### src/hdl/stpr_pkg.sv
// ----------------------------------------------------------------------------
// stpr_pkg
// shared widths, datapath operation codes and controller/datapath bundles
// ----------------------------------------------------------------------------
package stpr_pkg;

  localparam int IV_W    = 25;
  localparam int CNT_W   = 11;
  localparam int POS_W   = 12;
  localparam int DELTA_W = 12;
  localparam int NUM_W   = 13;
  localparam int PROD_W  = IV_W + NUM_W;
  localparam int K_W     = 4;

  localparam logic [IV_W-1:0] IV_MAX = '1;

  typedef enum logic [3:0] {
    OP_NONE,
    OP_LOAD,
    OP_MOD_INIT,
    OP_MOD_STEP,
    OP_TARGET,
    OP_SIM_MUL,
    OP_DIV_START,
    OP_SIM_TAKE,
    OP_SIM_END,
    OP_POS,
    OP_RAMP_PREP,
    OP_RAMP_MUL,
    OP_RAMP_TAKE,
    OP_RESULT
  } dp_op_e;

  typedef struct packed {
    dp_op_e op;
    logic   fin;
    logic   ign;
  } dp_cmd_t;

  typedef struct packed {
    logic is_start;
    logic is_zero;
    logic active;
    logic mod_last;
    logic sim_go;
    logic tgt_eq;
    logic div_done;
  } dp_sts_t;

endpackage

### src/hdl/stepper_trapezoid_ramp.sv
// ----------------------------------------------------------------------------
// stepper_trapezoid_ramp
// trapezoidal stepper speed ramp with circular position tracking
// ----------------------------------------------------------------------------
//  channel  | direction | handshake              | word
//  ---------+-----------+------------------------+------------------------------
//  in       | sink      | in_valid_i / in_stall_o | req_type, delta
//  out      | source    | out_valid_o / out_stall_i | interval, dir, position, flags
//  apb      | slave     | psel/penable/pready    | start_interval_us, min_interval_us
//
//  one word is taken at a time; in_stall_o is high from acceptance until the
//  result is loaded into the output register
//  a step word runs one pass of the restoring divider
//  a start word runs the modulo reduction, then one divider pass per
//  acceleration step of the planning loop (up to half the move)
//  reset is asynchronous active low; no clearing pass is needed
//  a stalled result holds in the output register while the next word is taken
// ----------------------------------------------------------------------------
module stepper_trapezoid_ramp #(
  parameter int REV_STEPS = 3200
) (
  input  logic                                clk_i,
  input  logic                                rst_ni,
  // input words
  input  logic                                in_valid_i,
  output logic                                in_stall_o,
  input  logic                                req_type_i,
  input  logic signed [stpr_pkg::DELTA_W-1:0] delta_i,
  // result words
  output logic                                out_valid_o,
  input  logic                                out_stall_i,
  output logic [stpr_pkg::IV_W-1:0]           interval_us_o,
  output logic                                backward_o,
  output logic [stpr_pkg::POS_W-1:0]          position_o,
  output logic                                running_o,
  output logic                                finished_o,
  output logic                                ignored_o,
  // register port
  input  logic                                psel,
  input  logic                                penable,
  input  logic                                pwrite,
  input  logic [2:0]                          paddr,
  input  logic [31:0]                         pwdata,
  output logic [31:0]                         prdata,
  output logic                                pready
);
  import stpr_pkg::*;

  localparam logic REG_START = 1'b0;
  localparam logic REG_MIN   = 1'b1;

  logic [IV_W-1:0] start_iv_q, min_iv_q;
  logic            wr_en;
  dp_cmd_t         cmd;
  dp_sts_t         sts;

  // register writes complete in the access phase; pready is tied high
  assign pready = 1'b1;
  assign wr_en  = psel && penable && pwrite;

  always_ff @(posedge clk_i or negedge rst_ni) begin
    if (!rst_ni) begin
      start_iv_q <= IV_W'(10000);
      min_iv_q   <= IV_W'(500);
    end else if (wr_en) begin
      unique case (paddr[2])
        REG_START: start_iv_q <= pwdata[IV_W-1:0];
        REG_MIN:   min_iv_q   <= pwdata[IV_W-1:0];
        default: ;
      endcase
    end
  end

  always_comb begin
    unique case (paddr[2])
      REG_START: prdata = 32'(start_iv_q);
      REG_MIN:   prdata = 32'(min_iv_q);
      default:   prdata = '0;
    endcase
  end

  // sequencer: plans the ramp on a start, updates it on each step
  stpr_ctrl u_ctrl (
    .clk_i       (clk_i),
    .rst_ni      (rst_ni),
    .in_valid_i  (in_valid_i),
    .in_stall_o  (in_stall_o),
    .out_valid_o (out_valid_o),
    .out_stall_i (out_stall_i),
    .cmd_o       (cmd),
    .sts_i       (sts)
  );

  // move state, shared multiplier and divider, result register
  stpr_dp #(
    .REV_STEPS (REV_STEPS)
  ) u_dp (
    .clk_i         (clk_i),
    .rst_ni        (rst_ni),
    .cmd_i         (cmd),
    .sts_o         (sts),
    .req_type_i    (req_type_i),
    .delta_i       (delta_i),
    .start_iv_i    (start_iv_q),
    .min_iv_i      (min_iv_q),
    .interval_us_o (interval_us_o),
    .backward_o    (backward_o),
    .position_o    (position_o),
    .running_o     (running_o),
    .finished_o    (finished_o),
    .ignored_o     (ignored_o)
  );

endmodule

### src/hdl/stpr_div.sv
// ----------------------------------------------------------------------------
// stpr_div
// restoring divider, one quotient bit per cycle
// ----------------------------------------------------------------------------
module stpr_div (
  input  logic                         clk_i,
  input  logic                         rst_ni,
  input  logic                         start_i,
  input  logic [stpr_pkg::PROD_W-1:0]  dividend_i,
  input  logic [stpr_pkg::NUM_W-1:0]   divisor_i,
  output logic                         done_o,
  output logic [stpr_pkg::PROD_W-1:0]  quotient_o
);
  import stpr_pkg::*;

  localparam int CW = $clog2(PROD_W + 1);
  localparam logic [CW-1:0] LAST = CW'(PROD_W - 1);

  logic              busy_q, busy_d;
  logic              done_q, done_d;
  logic [CW-1:0]     cnt_q, cnt_d;
  logic [PROD_W-1:0] acc_q, acc_d;
  logic [NUM_W-1:0]  rem_q, rem_d;
  logic [NUM_W-1:0]  dvs_q, dvs_d;
  logic [NUM_W:0]    trial;
  logic              ge;

  assign trial = {rem_q, acc_q[PROD_W-1]};
  assign ge    = trial >= {1'b0, dvs_q};

  always_comb begin
    busy_d = busy_q;
    done_d = 1'b0;
    cnt_d  = cnt_q;
    acc_d  = acc_q;
    rem_d  = rem_q;
    dvs_d  = dvs_q;
    if (start_i) begin
      busy_d = 1'b1;
      cnt_d  = '0;
      acc_d  = dividend_i;
      rem_d  = '0;
      dvs_d  = divisor_i;
    end else if (busy_q) begin
      rem_d = ge ? NUM_W'(trial - {1'b0, dvs_q}) : NUM_W'(trial);
      acc_d = {acc_q[PROD_W-2:0], ge};
      cnt_d = cnt_q + 1'b1;
      if (cnt_q == LAST) begin
        busy_d = 1'b0;
        done_d = 1'b1;
      end
    end
  end

  always_ff @(posedge clk_i or negedge rst_ni) begin
    if (!rst_ni) begin
      busy_q <= 1'b0;
      done_q <= 1'b0;
      cnt_q  <= '0;
    end else begin
      busy_q <= busy_d;
      done_q <= done_d;
      cnt_q  <= cnt_d;
    end
  end

  always_ff @(posedge clk_i) begin
    acc_q <= acc_d;
    rem_q <= rem_d;
    dvs_q <= dvs_d;
  end

  assign done_o     = done_q;
  assign quotient_o = acc_q;

endmodule

### src/hdl/stpr_dp.sv
// ----------------------------------------------------------------------------
// stpr_dp
// ramp datapath: position, target, interval, multiplier and divider
// ----------------------------------------------------------------------------
module stpr_dp #(
  parameter int REV_STEPS = 3200
) (
  input  logic                           clk_i,
  input  logic                           rst_ni,
  input  stpr_pkg::dp_cmd_t              cmd_i,
  output stpr_pkg::dp_sts_t              sts_o,
  input  logic                           req_type_i,
  input  logic signed [stpr_pkg::DELTA_W-1:0] delta_i,
  input  logic [stpr_pkg::IV_W-1:0]      start_iv_i,
  input  logic [stpr_pkg::IV_W-1:0]      min_iv_i,
  output logic [stpr_pkg::IV_W-1:0]      interval_us_o,
  output logic                           backward_o,
  output logic [stpr_pkg::POS_W-1:0]     position_o,
  output logic                           running_o,
  output logic                           finished_o,
  output logic                           ignored_o
);
  import stpr_pkg::*;

  localparam int SPR_W = $clog2(REV_STEPS + 1);
  localparam int SH_W  = SPR_W + CNT_W;
  localparam logic [SH_W-1:0]  SPR_SH   = SH_W'(REV_STEPS);
  localparam logic [POS_W:0]   SPR_P    = (POS_W + 1)'(REV_STEPS);
  localparam logic [POS_W-1:0] POS_LAST = POS_W'(REV_STEPS - 1);
  localparam logic [K_W-1:0]   K_FIRST  = K_W'(CNT_W - 1);

  // item and move state
  logic                     req_q;
  logic signed [DELTA_W-1:0] delta_q;
  logic [POS_W-1:0]  cur_q, tgt_q;
  logic              bwd_q, active_q;
  logic [CNT_W-1:0]  total_q, done_q, accel_q, bstart_q, bleft_q, n_q, rem_q;
  logic [K_W-1:0]    k_q;
  logic [IV_W-1:0]   ival_q, sim_q;
  logic [PROD_W-1:0] prod_q;
  logic [NUM_W-1:0]  den_q;

  logic              neg;
  logic [DELTA_W-1:0] abs_w;
  logic [CNT_W-1:0]  mag;
  logic [SH_W-1:0]   sub_w, rem_ext;
  logic [POS_W:0]    fwd_sum, bwd_add, tgt_w;
  logic [POS_W-1:0]  pos_next;
  logic [CNT_W-1:0]  n_inc, done_inc;
  logic [IV_W-1:0]   mul_a;
  logic [NUM_W-1:0]  mul_num, mul_den;
  logic [PROD_W-1:0] quo;
  logic [IV_W-1:0]   quo_sat;
  logic              div_done;
  logic [IV_W-1:0]   iv_first;

  stpr_div u_div (
    .clk_i      (clk_i),
    .rst_ni     (rst_ni),
    .start_i    (cmd_i.op == OP_DIV_START),
    .dividend_i (prod_q),
    .divisor_i  (den_q),
    .done_o     (div_done),
    .quotient_o (quo)
  );

  assign neg   = delta_q[DELTA_W-1];
  assign abs_w = neg ? DELTA_W'(~delta_q + 1'b1) : DELTA_W'(delta_q);
  assign mag   = abs_w[DELTA_W-1] ? '1 : abs_w[CNT_W-1:0];

  assign sub_w   = SPR_SH << k_q;
  assign rem_ext = SH_W'(rem_q);

  assign fwd_sum = {1'b0, cur_q} + (POS_W + 1)'(rem_q);
  assign bwd_add = {1'b0, cur_q} + SPR_P - (POS_W + 1)'(rem_q);
  always_comb begin
    if (!neg) tgt_w = (fwd_sum >= SPR_P) ? fwd_sum - SPR_P : fwd_sum;
    else      tgt_w = ({1'b0, cur_q} >= (POS_W + 1)'(rem_q)) ?
                      {1'b0, cur_q} - (POS_W + 1)'(rem_q) : bwd_add;
  end

  always_comb begin
    if (bwd_q) pos_next = (cur_q == '0) ? POS_LAST : cur_q - 1'b1;
    else       pos_next = (cur_q == POS_LAST) ? '0 : cur_q + 1'b1;
  end

  assign n_inc    = n_q + 1'b1;
  assign done_inc = done_q + 1'b1;
  assign iv_first = (start_iv_i > min_iv_i) ? start_iv_i : min_iv_i;

  // accelerate: (4n-1)/(4n+1), brake: (4b+1)/(4b-1)
  always_comb begin
    mul_a = ival_q;
    if (cmd_i.op == OP_SIM_MUL) begin
      mul_a   = sim_q;
      mul_num = {n_inc, 2'b00} - 1'b1;
      mul_den = {n_inc, 2'b00} + 1'b1;
    end else if (bleft_q != '0) begin
      mul_num = {bleft_q, 2'b00} + 1'b1;
      mul_den = {bleft_q, 2'b00} - 1'b1;
    end else begin
      mul_num = {done_q, 2'b00} - 1'b1;
      mul_den = {done_q, 2'b00} + 1'b1;
    end
  end

  assign quo_sat = (quo[PROD_W-1:IV_W] != '0) ? IV_MAX : quo[IV_W-1:0];

  always_ff @(posedge clk_i or negedge rst_ni) begin
    if (!rst_ni) begin
      cur_q    <= '0;
      tgt_q    <= '0;
      bwd_q    <= 1'b0;
      active_q <= 1'b0;
      total_q  <= '0;
      done_q   <= '0;
      accel_q  <= '0;
      bstart_q <= '0;
      bleft_q  <= '0;
      ival_q   <= '0;
    end else begin
      case (cmd_i.op)
        OP_TARGET: begin
          tgt_q   <= tgt_w[POS_W-1:0];
          bwd_q   <= neg;
          total_q <= mag;
          done_q  <= '0;
          ival_q  <= iv_first;
        end
        OP_SIM_END: begin
          accel_q  <= (n_q == '0) ? CNT_W'(1) : n_q;
          bstart_q <= total_q - ((n_q == '0) ? CNT_W'(1) : n_q);
          bleft_q  <= '0;
          active_q <= tgt_q != cur_q;
        end
        OP_POS: begin
          cur_q <= pos_next;
          if (pos_next == tgt_q) active_q <= 1'b0;
        end
        OP_RAMP_PREP: begin
          done_q <= done_inc;
          if (bleft_q == '0 && done_inc >= bstart_q) bleft_q <= accel_q;
        end
        OP_RAMP_TAKE: begin
          if (bleft_q != '0) begin
            ival_q  <= quo_sat;
            bleft_q <= bleft_q - 1'b1;
          end else begin
            ival_q <= (quo_sat < min_iv_i) ? min_iv_i : quo_sat;
          end
        end
        default: ;
      endcase
    end
  end

  // per-item scratch and result word
  always_ff @(posedge clk_i) begin
    case (cmd_i.op)
      OP_LOAD: begin
        req_q   <= req_type_i;
        delta_q <= delta_i;
      end
      OP_MOD_INIT: begin
        rem_q <= mag;
        k_q   <= K_FIRST;
      end
      OP_MOD_STEP: begin
        if (rem_ext >= sub_w) rem_q <= CNT_W'(rem_ext - sub_w);
        k_q <= k_q - 1'b1;
      end
      OP_TARGET: begin
        sim_q <= iv_first;
        n_q   <= '0;
      end
      OP_SIM_MUL: begin
        n_q    <= n_inc;
        prod_q <= PROD_W'(mul_a) * PROD_W'(mul_num);
        den_q  <= mul_den;
      end
      OP_RAMP_MUL: begin
        prod_q <= PROD_W'(mul_a) * PROD_W'(mul_num);
        den_q  <= mul_den;
      end
      OP_SIM_TAKE: sim_q <= quo_sat;
      OP_RESULT: begin
        interval_us_o <= ival_q;
        backward_o    <= bwd_q;
        position_o    <= cur_q;
        running_o     <= active_q;
        finished_o    <= cmd_i.fin;
        ignored_o     <= cmd_i.ign;
      end
      default: ;
    endcase
  end

  always_comb begin
    sts_o.is_start = !req_q;
    sts_o.is_zero  = delta_q == '0;
    sts_o.active   = active_q;
    sts_o.mod_last = k_q == '0;
    sts_o.sim_go   = (sim_q > min_iv_i) && (n_q < (total_q >> 1));
    sts_o.tgt_eq   = tgt_q == cur_q;
    sts_o.div_done = div_done;
  end

endmodule

### src/hdl/stpr_ctrl.sv
// ----------------------------------------------------------------------------
// stpr_ctrl
// sequencer for start planning and per-step ramp update
// ----------------------------------------------------------------------------
module stpr_ctrl (
  input  logic               clk_i,
  input  logic               rst_ni,
  input  logic               in_valid_i,
  output logic               in_stall_o,
  output logic               out_valid_o,
  input  logic               out_stall_i,
  output stpr_pkg::dp_cmd_t  cmd_o,
  input  stpr_pkg::dp_sts_t  sts_i
);
  import stpr_pkg::*;

  localparam logic [3:0] S_IDLE    = 4'd0;
  localparam logic [3:0] S_DISP    = 4'd1;
  localparam logic [3:0] S_MOD     = 4'd2;
  localparam logic [3:0] S_TGT     = 4'd3;
  localparam logic [3:0] S_SIMCHK  = 4'd4;
  localparam logic [3:0] S_SIMDIV0 = 4'd5;
  localparam logic [3:0] S_SIMDIV  = 4'd6;
  localparam logic [3:0] S_SIMEND  = 4'd7;
  localparam logic [3:0] S_POSCHK  = 4'd8;
  localparam logic [3:0] S_RMUL    = 4'd9;
  localparam logic [3:0] S_RDIV0   = 4'd10;
  localparam logic [3:0] S_RDIV    = 4'd11;
  localparam logic [3:0] S_OUT     = 4'd12;

  logic [3:0] state_q, state_d;
  logic       fin_q, fin_d, ign_q, ign_d;
  logic       ovld_q, ovld_d;

  always_comb begin
    state_d   = state_q;
    fin_d     = fin_q;
    ign_d     = ign_q;
    ovld_d    = ovld_q && out_stall_i;
    cmd_o.op  = OP_NONE;
    cmd_o.fin = fin_q;
    cmd_o.ign = ign_q;
    unique case (state_q)
      S_IDLE: begin
        if (in_valid_i) begin
          cmd_o.op = OP_LOAD;
          state_d  = S_DISP;
        end
      end
      S_DISP: begin
        fin_d = 1'b0;
        ign_d = 1'b0;
        if (sts_i.is_start) begin
          if (sts_i.is_zero || sts_i.active) begin
            ign_d   = 1'b1;
            state_d = S_OUT;
          end else begin
            cmd_o.op = OP_MOD_INIT;
            state_d  = S_MOD;
          end
        end else if (!sts_i.active) begin
          state_d = S_OUT;
        end else begin
          cmd_o.op = OP_POS;
          state_d  = S_POSCHK;
        end
      end
      S_MOD: begin
        cmd_o.op = OP_MOD_STEP;
        if (sts_i.mod_last) state_d = S_TGT;
      end
      S_TGT: begin
        cmd_o.op = OP_TARGET;
        state_d  = S_SIMCHK;
      end
      S_SIMCHK: begin
        if (sts_i.sim_go) begin
          cmd_o.op = OP_SIM_MUL;
          state_d  = S_SIMDIV0;
        end else begin
          state_d = S_SIMEND;
        end
      end
      S_SIMDIV0: begin
        cmd_o.op = OP_DIV_START;
        state_d  = S_SIMDIV;
      end
      S_SIMDIV: begin
        if (sts_i.div_done) begin
          cmd_o.op = OP_SIM_TAKE;
          state_d  = S_SIMCHK;
        end
      end
      S_SIMEND: begin
        cmd_o.op = OP_SIM_END;
        fin_d    = sts_i.tgt_eq;
        state_d  = S_OUT;
      end
      S_POSCHK: begin
        if (!sts_i.active) begin
          fin_d   = 1'b1;
          state_d = S_OUT;
        end else begin
          cmd_o.op = OP_RAMP_PREP;
          state_d  = S_RMUL;
        end
      end
      S_RMUL: begin
        cmd_o.op = OP_RAMP_MUL;
        state_d  = S_RDIV0;
      end
      S_RDIV0: begin
        cmd_o.op = OP_DIV_START;
        state_d  = S_RDIV;
      end
      S_RDIV: begin
        if (sts_i.div_done) begin
          cmd_o.op = OP_RAMP_TAKE;
          state_d  = S_OUT;
        end
      end
      S_OUT: begin
        if (!(ovld_q && out_stall_i)) begin
          cmd_o.op = OP_RESULT;
          ovld_d   = 1'b1;
          state_d  = S_IDLE;
        end
      end
      default: state_d = S_IDLE;
    endcase
  end

  always_ff @(posedge clk_i or negedge rst_ni) begin
    if (!rst_ni) begin
      state_q <= S_IDLE;
      fin_q   <= 1'b0;
      ign_q   <= 1'b0;
      ovld_q  <= 1'b0;
    end else begin
      state_q <= state_d;
      fin_q   <= fin_d;
      ign_q   <= ign_d;
      ovld_q  <= ovld_d;
    end
  end

  assign in_stall_o  = state_q != S_IDLE;
  assign out_valid_o = ovld_q;

endmodule

### config.mk
export PLATFORM = sky130hd
export DESIGN_NAME = stepper_trapezoid_ramp
export DESIGN_NICKNAME = d
export VERILOG_FILES = /design/src/hdl/stpr_pkg.sv /design/src/hdl/stepper_trapezoid_ramp.sv /design/src/hdl/stpr_div.sv /design/src/hdl/stpr_dp.sv /design/src/hdl/stpr_ctrl.sv
export SDC_FILE = /design/constraint.sdc
export NUM_CORES = 2
export LEC_CHECK = 0
export BUFFER_PORTS_ARGS = -buffer_cell sky130_fd_sc_hd__buf_4
export CORE_UTILIZATION = 50
export CTS_BUF_LIST = sky130_fd_sc_hd__clkbuf_8
export DETAILED_ROUTE_END_ITERATION = 7
export GPL_TIMING_DRIVEN = 0
export PLACE_DENSITY = 0.67
export SYNTH_ARGS = -nofsm -noshare
export SYNTH_HDL_FRONTEND = slang
export SYNTH_SLANG_ARGS = --single-unit
### constraint.sdc
create_clock -name clk_i -period 16.1 [get_ports clk_i]
set_input_delay 1.61 -clock clk_i [delete_from_list [all_inputs] [get_ports clk_i]]
set_output_delay 1.61 -clock clk_i [all_outputs]
set_load 0.005 [all_outputs]
==> metrics.yaml <==
outcome:
  outcome: "finished clean"
grt:
  grt_max_degree: 111
  grt_pass1_vias: 25536
  antenna_found_initial: 3
  grt_remaining_overflow: 0
  grt_usage_pct: 27.8
  grt_pass1_wl_um: 145000
placed_design:
  place_inst: 4498
  dp_hpwl_um: 73000
  dp_slack_ns: 4.37
  port_buffers: 112
  routabilityCongestion: 0.946
logic_synthesis:
  synth_xor_area_share_pct: 4.04
  muxShareOfSynthArea_pct: 5.88
  synth.avg_cell_area_um2: 9.50
  synthArstFlopShare_pct: 44.0
  synth_area_um2: 33400
  seq_area_frac_synth_pct: 32.1
  syn_inst: 3512
  synth-compound-area-share_pct: 10.8
  synthFlopType: "edfxtp_1"
  yosys.area_share.simple_pct: 14.7
  yosysTopAreaCell: "edfxtp_1"
  yosys-top-cells-area: "edfxtp_1 18%, fa_1 16%, dfrtp_1 12%"
  yosys_warnings: 0
  synth-seq-cells: 389
  synthAdderAreaFrac_pct: 25.5
  synth_edf_count: 205
  synth_top_area_share_pct: 18.4
  synth_cell_types: 81
  synth_top_family_by_area: "adder cells"
timing:
  fin_ws_ns: 4.25
  finalHoldWorstSlack_ns: 0.394
  fmax_ghz: 0.0844
  final.min_clock_period_ns: 11.85
  finalCritPeriodShare_pct: 73.6
  setup_tns_ns: 0
  relSlewSlack_pct: 18.2
  worst_pin_slew_ns: 1.19
  drv_slew: 0
  clock_skew_ns: 0.0669
  finalSetupViolations: 0
  finalHoldViolCount: 0
  rsz0062_at_grt: "false"
worst_setup_path:
  critPathLaunch: "u_dp.n_q[8]"
  critPathMaxFanout: 10
  end_kind: "flop"
  reg2reg_setup_slack_ns: 4.25
  crit_type: "flop to flop"
  slowest_stage: "mux2i_1"
  r2r-start: "u_dp.n_q[8]"
  required_ns: 16.60
  r2r_end: "u_dp.prod_q[37]"
  rr_worst_depth: 29
  arrival_ns: 12.36
  startpoint_type: "flop"
  max_stage_delay_ns: 0.86
  cpMostUsedCell: "fa_1"
routing:
  final_antenna_net_count: 0
  vias: 26101
  wire_per_inst_um: 20.0
  post-route-drc-count: 0
  viasPerCell: 5.65
  dr.pass1.iters: 5
  wl_um: 92600
  drt_iter0_drc: 2414
clock_tree:
  clock_latency_ns: 0.68
  post-cts-setup-buffer-count: 0
  cts_tree: "yes"
  post_cts_resized: 0
  cts_sinks: 389
  path_clk_slew_ns: 0.06
  cts_root_buf: "clkbuf_8"
  postCtsHoldBufs: 0
  cts-buffers-inserted: 69
  clockBufferDepth: 3
  cts.htree.levels: 3
worst_hold_path:
  whs_endpoint: "u_dp.u_div.dvs_q[1]"
  hp-start: "u_dp.den_q[1]"
  hold_path_depth: 0
  min_path_type: "flop to flop"
floorplanning:
  fp.coreArea_um2: 65900
  fp.dieH_um: 260
  start_util_pct: 50.7
  rows: 94
  die_width_um: 260
  dieArea_um2: 67800
  ios: 131
layout:
  nFillCells: 5994
  stdcell_count: 4623
  drive_gt1_share_pct: 10.5
  area_growth_pct: 10.1
  final_nets: 4280
run:
  max-cap-violations: 0
[worst max-delay path by stage]
stage | to | slack (ns)
final | u_dp.prod_q[37] | 4.25
after global routing | u_dp.prod_q[37] | 3.94
after CTS | u_dp.prod_q[37] | 4.30
after detailed placement | u_dp.prod_q[37] | 4.37
after global placement | u_dp.prod_q[37] | 4.45
after floorplan | u_dp.prod_q[37] | 7.66
[cell usage in the layout, fill, tap and decap left out, types with 12 or more instances in the layout]
cell type and n:
clkinv_1 19, clkbuf_8 74, nand2_1 484, dfxtp_1 13
xor2_1 61, nor2_1 262, nand2b_1 37, o21ai_0 150
and3_1 19, o31ai_1 20, clkbuf_1 121, dfrtp_1 160
o22ai_1 12, mux2i_1 87, xnor2_1 93, buf_4 119
a211oi_1 18, a21o_1 49, o221ai_1 26, nor3_1 39
fa_1 266, ha_1 254, inv_1 468, o21a_1 13
edfxtp_1 205, nor2b_1 22, or3_1 12, nand4_1 35
a31oi_1 21, clkinv_2 14, nand3_1 62, nor4_1 17
or2_2 33, mux2_2 97, a21oi_1 151, o211ai_1 22
and2_1 29
[cells in the mapped netlist, drive strengths merged (13+ instances only)]
| cell | instances |
|---|---|
| xnor2 | 93 |
| nor2b | 22 |
| edfxtp | 205 |
| clkbuf | 121 |
| a21o | 49 |
| mux2 | 97 |
| or2 | 33 |
| o211ai | 23 |
| a31oi | 21 |
| nor3 | 40 |
| o21ai | 150 |
| o221ai | 26 |
| nor4 | 17 |
| a21oi | 154 |
| buf | 28 |
| nand4 | 35 |
| o21a | 13 |
| and3 | 19 |
| mux2i | 87 |
| inv | 447 |
| o31ai | 20 |
| dfrtp | 160 |
| fa | 266 |
| nand3 | 62 |
| nor2 | 263 |
| nand2 | 485 |
| nand2b | 38 |
| dfxtp | 13 |
| a211oi | 19 |
| or3 | 13 |
| and2 | 30 |
| xor2 | 61 |
| ha | 254 |
[worst max-delay path: cells and delay by family, from the launching register on]
family | cells | cell delay [ns]
buffers and inverters | 6 | 1.45
multiplexers | 1 | 0.86
flip-flops | 1 | 0.50
adder cells (fa/ha/maj) | 7 | 3.25
AND/OR/NAND/NOR | 5 | 1.82
AO/OA/AOI/OAI | 10 | 3.78
[metrics by stage]
step	util, %	area [µm²]
6_report	55.8	36800
2_1_floorplan	-	33400
3_5_place_dp	53.8	35500
3_3_place_gp	53.6	35300
4_1_cts	55.8	36800
5_1_grt	55.8	36800
[registers in the layout, summed over array words and instances (netlist names), 13 cells and up]
signal / flops
u_dp.u_div.quotient_o: 38
u_dp.sim_q: 25
u_dp.u_div.rem_q: 13
start_iv_q: 25
min_iv_q: 25
u_dp.prod_q: 38
u_dp.interval_us_o: 25
u_dp.ival_q: 25
[per-layer routing]
metal  global-route usage (%)  wire (µm)
met1                     40.0      42500
met2                     43.1      41400
met3                     4.42       6480
met4                     8.24       2140
met5                        0          0
[kinds of logic (layout without fill, tap and decap cells)]
kind of cell    Yosys count  after routing
compound gates          566            566
xor+xnor                154            154
fa+ha+maj               520            520
buf+inv                 608            848
flops                   389            389
mux                     184            184
other cells               2              9
simple gates           1089           1089
[final cells by class]
class                      count  area (µm²)  share of cell area, %
sequential                   389       10700                   29.1
tap                          864        1080                   2.94
clock inverter                50         282                  0.766
buffer                       149         621                   1.69
inverter                     459        1720                   4.69
timing repair buffer         116         927                   2.52
clock buffer                  74        1020                   2.77
multi-input combinational   2521       20400                   55.5
antenna                        1        2.50                0.00681
Power is not shown: default switching activity piles up to over one toggle a cycle in this logic, so the estimate is an artifact.
